--- src/rau_pkg.sv ---
// ----------------------------------------------------------------------------
// rau_pkg
// Types, codes and constants shared by the rational arithmetic unit.
// ----------------------------------------------------------------------------
package rau_pkg;

    localparam int WIDTH        = 32;
    localparam int MAX_EXPONENT = 63;
    localparam int FIELD_W      = 32;
    localparam int MAG_W        = 64;
    localparam int SHIFT_W      = 6;
    localparam int EXP_W        = 6;
    localparam int DEN_W        = 31;

    localparam logic [MAG_W-1:0] HALF = 64'd1 << (WIDTH - 1);

    localparam logic [2:0] MODE_ADD = 3'd0;
    localparam logic [2:0] MODE_SUB = 3'd1;
    localparam logic [2:0] MODE_MUL = 3'd2;
    localparam logic [2:0] MODE_DIV = 3'd3;
    localparam logic [2:0] MODE_POW = 3'd4;
    localparam logic [2:0] MODE_RED = 3'd5;

    localparam logic [1:0] ST_OK   = 2'd0;
    localparam logic [1:0] ST_ZERO = 2'd1;
    localparam logic [1:0] ST_OVF  = 2'd2;

    typedef enum logic [3:0] {
        DP_NOP,
        DP_LOAD,
        DP_MUL,
        DP_ADD,
        DP_LOAD_A,
        DP_GCD_START,
        DP_GCD_STEP,
        DP_DIV_START_N,
        DP_DIV_START_D,
        DP_DIV_STEP,
        DP_SIGN,
        DP_POW_INIT,
        DP_OUT_RES,
        DP_OUT_ERR
    } dp_op_t;

    typedef enum logic [2:0] {
        MS_AN_BD,
        MS_BN_AD,
        MS_AD_BD,
        MS_AN_BN,
        MS_N_AN,
        MS_D_AD
    } msel_t;

    typedef enum logic [1:0] {
        MD_N,
        MD_D,
        MD_T
    } mdst_t;

    typedef struct packed {
        dp_op_t op;
        msel_t  msel;
        mdst_t  mdst;
    } dp_cmd_t;

    typedef struct packed {
        logic       err;
        logic       gcd_done;
        logic       div_last;
        logic       k_zero;
        logic       fits;
        logic       out_free;
        logic [2:0] mode;
    } dp_stat_t;

    typedef enum logic [4:0] {
        S_IDLE,
        S_CHECK,
        S_ADD_T1,
        S_ADD_T2,
        S_ADD_SUM,
        S_MUL_N,
        S_MUL_D,
        S_DIV_N,
        S_DIV_D,
        S_LOAD_A,
        S_GCD_INIT,
        S_GCD_RUN,
        S_DIVN_INIT,
        S_DIVN_RUN,
        S_DIVD_INIT,
        S_DIVD_RUN,
        S_SIGN,
        S_POW_SETUP,
        S_POW_TEST,
        S_POW_MN,
        S_POW_MD,
        S_POW_CHK,
        S_FINISH,
        S_OUT_ERR
    } state_t;

endpackage

--- src/rau_ctrl.sv ---
// ----------------------------------------------------------------------------
// rau_ctrl
// Sequencer: steps the datapath through multiply, reduce and power phases.
// ----------------------------------------------------------------------------
module rau_ctrl (
    input  logic              clk,
    input  logic              rst_n,
    input  logic              in_valid,
    output logic              in_stall,
    input  rau_pkg::dp_stat_t stat,
    output rau_pkg::dp_cmd_t  cmd
);
    import rau_pkg::*;

    state_t state_reg, state_next;
    logic   pow_reg, pow_next;

    always_ff @(posedge clk or negedge rst_n)
    begin
        if (!rst_n)
        begin
            state_reg <= S_IDLE;
            pow_reg   <= 1'b0;
        end
        else
        begin
            state_reg <= state_next;
            pow_reg   <= pow_next;
        end
    end

    // next state
    always_comb
    begin
        state_next = state_reg;
        pow_next   = pow_reg;
        unique case (state_reg)
            S_IDLE:
                if (in_valid)
                begin
                    state_next = S_CHECK;
                    pow_next   = 1'b0;
                end
            S_CHECK:
                if (stat.err)
                    state_next = S_OUT_ERR;
                else if (stat.mode == MODE_ADD || stat.mode == MODE_SUB)
                    state_next = S_ADD_T1;
                else if (stat.mode == MODE_MUL)
                    state_next = S_MUL_N;
                else if (stat.mode == MODE_DIV)
                    state_next = S_DIV_N;
                else
                    state_next = S_LOAD_A;
            S_ADD_T1:    state_next = S_ADD_T2;
            S_ADD_T2:    state_next = S_ADD_SUM;
            S_ADD_SUM:   state_next = S_MUL_D;
            S_MUL_N:     state_next = S_MUL_D;
            S_MUL_D:     state_next = S_GCD_INIT;
            S_DIV_N:     state_next = S_DIV_D;
            S_DIV_D:     state_next = S_GCD_INIT;
            S_LOAD_A:    state_next = S_GCD_INIT;
            S_GCD_INIT:  state_next = S_GCD_RUN;
            S_GCD_RUN:
                if (stat.gcd_done)
                    state_next = S_DIVN_INIT;
            S_DIVN_INIT: state_next = S_DIVN_RUN;
            S_DIVN_RUN:
                if (stat.div_last)
                    state_next = S_DIVD_INIT;
            S_DIVD_INIT: state_next = S_DIVD_RUN;
            S_DIVD_RUN:
                if (stat.div_last)
                    state_next = S_SIGN;
            S_SIGN:
                if (stat.mode != MODE_POW)
                    state_next = S_FINISH;
                else if (pow_reg)
                    state_next = S_POW_CHK;
                else
                    state_next = S_POW_SETUP;
            S_POW_SETUP:
            begin
                state_next = S_POW_TEST;
                pow_next   = 1'b1;
            end
            S_POW_TEST:
                state_next = stat.k_zero ? S_FINISH : S_POW_MN;
            S_POW_MN:    state_next = S_POW_MD;
            S_POW_MD:    state_next = S_GCD_INIT;
            // a partial power that no longer fits ends the loop
            S_POW_CHK:
                state_next = stat.fits ? S_POW_TEST : S_FINISH;
            S_FINISH, S_OUT_ERR:
                if (stat.out_free)
                    state_next = S_IDLE;
            default:     state_next = S_IDLE;
        endcase
    end

    // outputs
    always_comb
    begin
        cmd.op   = DP_NOP;
        cmd.msel = MS_AN_BD;
        cmd.mdst = MD_T;
        in_stall = 1'b1;
        unique case (state_reg)
            S_IDLE:
            begin
                in_stall = 1'b0;
                if (in_valid)
                    cmd.op = DP_LOAD;
            end
            S_ADD_T1:
            begin
                cmd.op = DP_MUL; cmd.msel = MS_AN_BD; cmd.mdst = MD_N;
            end
            S_ADD_T2:
            begin
                cmd.op = DP_MUL; cmd.msel = MS_BN_AD; cmd.mdst = MD_T;
            end
            S_ADD_SUM:   cmd.op = DP_ADD;
            S_MUL_N:
            begin
                cmd.op = DP_MUL; cmd.msel = MS_AN_BN; cmd.mdst = MD_N;
            end
            S_MUL_D:
            begin
                cmd.op = DP_MUL; cmd.msel = MS_AD_BD; cmd.mdst = MD_D;
            end
            S_DIV_N:
            begin
                cmd.op = DP_MUL; cmd.msel = MS_AN_BD; cmd.mdst = MD_N;
            end
            S_DIV_D:
            begin
                cmd.op = DP_MUL; cmd.msel = MS_BN_AD; cmd.mdst = MD_D;
            end
            S_LOAD_A:    cmd.op = DP_LOAD_A;
            S_GCD_INIT:  cmd.op = DP_GCD_START;
            S_GCD_RUN:
                if (!stat.gcd_done)
                    cmd.op = DP_GCD_STEP;
            S_DIVN_INIT: cmd.op = DP_DIV_START_N;
            S_DIVN_RUN:  cmd.op = DP_DIV_STEP;
            S_DIVD_INIT: cmd.op = DP_DIV_START_D;
            S_DIVD_RUN:  cmd.op = DP_DIV_STEP;
            S_SIGN:      cmd.op = DP_SIGN;
            S_POW_SETUP: cmd.op = DP_POW_INIT;
            S_POW_MN:
            begin
                cmd.op = DP_MUL; cmd.msel = MS_N_AN; cmd.mdst = MD_N;
            end
            S_POW_MD:
            begin
                cmd.op = DP_MUL; cmd.msel = MS_D_AD; cmd.mdst = MD_D;
            end
            S_FINISH:
                if (stat.out_free)
                    cmd.op = DP_OUT_RES;
            S_OUT_ERR:
                if (stat.out_free)
                    cmd.op = DP_OUT_ERR;
            default:
            begin
            end
        endcase
    end

endmodule

--- config.mk ---
export PLATFORM = sky130hd
export DESIGN_NAME = rau_ctrl
export DESIGN_NICKNAME = d
export VERILOG_FILES = /design/src/rau_pkg.sv /design/src/rau_ctrl.sv
export SDC_FILE = /design/constraint.sdc
export NUM_CORES = 1
export LEC_CHECK = 0
export BUFFER_PORTS_ARGS = -buffer_cell sky130_fd_sc_hd__buf_2
export CAP_MARGIN = 40
export CORE_ASPECT_RATIO = 1.2
export CORE_UTILIZATION = 53
export DETAILED_ROUTE_END_ITERATION = 12
export PLACE_DENSITY = 0.76
export SYNTH_ARGS = -nofsm -noshare
export SYNTH_HDL_FRONTEND = slang
export SYNTH_SLANG_ARGS = --single-unit
--- constraint.sdc ---
create_clock -name clk -period 1.6 [get_ports clk]
set_input_delay 0.08 -clock clk [delete_from_list [all_inputs] [get_ports clk]]
set_output_delay 0.08 -clock clk [all_outputs]
set_load 0.02 [all_outputs]
==> out/metrics.cfg <==
[die]
die_w_um = 40.8
core_um2 = 1660
row_count = 16
die_h_um = 48.6
initial_core_util_pct = 57.6
die_area_um2 = 1980
ios = 22

[drt]
via_count = 1444
routedWlPerCell_um = 20.1
wl_um = 4220
via_per_inst = 6.88
drt_iter0_markers = 137
dr.pass1.iters = 5
ant_nets = 0
route.detailed.drc = 0

[place]
gp_congestion = 0.999
post-dp-hpwl_um = 2310
dpl_worst_slack_ps = -0.461
dp_cells = 195
portBuffers = 21

[run]
max_cap_violations = 0

[worst_setup_path]
critPathSlowestCell = dfrtp_2
reg2reg_depth = 5
critPathMaxFanout = 11
cpLargestDelayFamily = flip-flops
r2r_start = state_reg[2]
required_ps = 1520
timing.critical_path.buf_inv = 2
crit_path_start_kind = flip-flop
crit_path_cell_trace = buf_4 > mux2i_1 > o22ai_1 > a22oi_1 > buf_2
cp_data_arrival_time_ps = 1780
reg2reg_to = state_reg[1]
cpPeakStageDelay_ps = 450
crit_path_end_kind = output pin
r2r_slack_ps = -90
critPathKind = reg -> out

[worst_hold_path]
min_from = stat[3]
hold_class = in -> reg
hold_depth = 2
holdPathEnd = state_reg[4]

[sta]
period_needed_ps = 1860
period_share_pct = 116
fin_ws_ps = -263
max_slew_margin_pct = 79.4
rsz0062_at_grt = yes
worst_pin_slew_ps = 309
drv_slew = 0
finClkSkew_ps = 11.1
setup_violations = 12
fmax_mhz = 537
final_hold_viol_count = 0

[clock_network]
tritoncts = yes
cts_max_level = 1
clock_path_buffers = 2
cts.sinks = 6
clk_pin_slew_ps = 50
root_buffer = clkbuf_4
cts_buffers = 3
insertion_delay_ps = 260

[run_status]
failed_checks = negative setup slack
status = finished, violations left

[finish]
syn_to_final_growth_pct = 58.3
layout.cells.non_filler = 210
antenna_cells = 0
layout-drive-gt1-share_pct = 50.5
final_common_cell = buf_4
largest_reg_flops = 5
fin_nets = 206
layout_common_cells = 37 x buf_4, 15 x buf_2, 13 x nand2_1, 13 x nor2_1, 12 x a21oi_1

[global_route]
use_met3_pct = 7.80
use_met2_pct = 60.2
grt_max_degree = 19
grt_pass1_wl_um = 5180
globalRouteTotalUtil_pct = 37.8
grt_util_met1_pct = 46.8
antenna_found_initial = 0
grt_overflow = 0
grt_pass1_vias = 1163
busiest_layer = met2

[synth]
syn-num-nets = 151
synthCells = 139
synth_area_leaders = dfrtp_1 16%, a21oi_1 7.8%, nor2_1 6.7%
netlist.area_leader.share_pct = 15.7
synth_seq_cells = 6
yosysWarnings = 0
postSynthAreaPerCell_um2 = 6.89
syn_area_um2 = 957
yosysSeqAreaShare_pct = 15.7
yosys.area.top_type = dfrtp_1
ys_types = 48

[pwr]
power.total_uw = 3990
ir_drop_mv = 1.96
p_leak_uw = 0.000666
p_per_area_nw_per_um2 = 2640

-- kinds of logic after synthesis --
logic type                after synthesis  synth area share [%]
buffers and inverters                  18                  9.80
DFF                                     6                  15.7
AOI/OAI and AO/OA                      60                  43.5
xor gates and xnor gates                1                 0.915
muxes                                   1                  1.05
and+or+nand+nor                        53                  29.0
-- power by group --
group | total [uW] | internal, uW | switching (uW)
clock network | 149 | 85.4 | 63.2
logic | 3470 | 1610 | 1860
registers | 373 | 232 | 141
-- cells in the mapped netlist (all sizes together) --
cell type	count
o2bb2ai	1
dfrtp	6
nand2	15
a21oi	16
a21o	2
o21ai	11
o21bai	1
o32a	1
nor3	5
a22o	1
a41oi	1
nand3	3
nor3b	2
and3b	1
a211oi	3
o211ai	2
a22oi	2
inv	6
a2bb2oi	1
or2	1
nor2	17
o31ai	2
o22ai	5
nor2b	4
buf	12
a31oi	4
a32o	1
o32ai	1
o221a	2
nand4b	1
nand2b	2
and2b	2
o22a	1
a221oi	1
xnor2	1
mux2i	1
a21boi	1
-- layout make-up --
class | instances | area [um^2]
Multi-Input combinational cell | 115 | 820
Timing Repair Buffer | 62 | 473
Sequential cell | 6 | 155
Fill cell | 78 | 146
Clock buffer | 3 | 22.5
Inverter | 6 | 22.5
Tap cell | 18 | 22.5
-- stage by stage --
step	hold WS [ps]	setup TNS [ps]	cell area (um^2)	utilization (%)
floorplan	-216	0	957	-
global placement	-93.7	0	1230	74.1
detailed placement	-92.7	-0.461	1230	74.1
CTS	77.0	-319	1400	84.1
global route	98.7	-1930	1520	91.2
finish	103	-1100	1520	91.2
-- timing repair --
item / in CTS / in global routing
pin swaps: 3 / 6
setup buffers: 7 / 4
resized for setup: 25 / 24
hold buffers: 1 / 0
hold endpoints to repair: 6 / 0
setup endpoints to repair: 10 / 12
-- layer usage --
metal | share of wire (%) | up-vias
met5 | 0 | -
met1 | 38 | 664
li1 | - | 618
met3 | 9.4 | 35
met4 | 5.7 | 0
met2 | 47 | 127
-- how the worst max path moves through the flow --
stage | to | slack (ps) | from | cells past startpoint
floorplan | cmd[0] | 30 | state_reg[4] | 5
detailed placement | state_reg[1] | -0.5 | state_reg[2] | 5
finish | cmd[1] | -260 | state_reg[4] | 5
CTS | cmd[5] | -70 | state_reg[2] | 6
global route | cmd[1] | -290 | state_reg[4] | 5
global placement | state_reg[1] | 60 | state_reg[2] | 5
No activity file was read; power rests on OpenSTA's default activity.
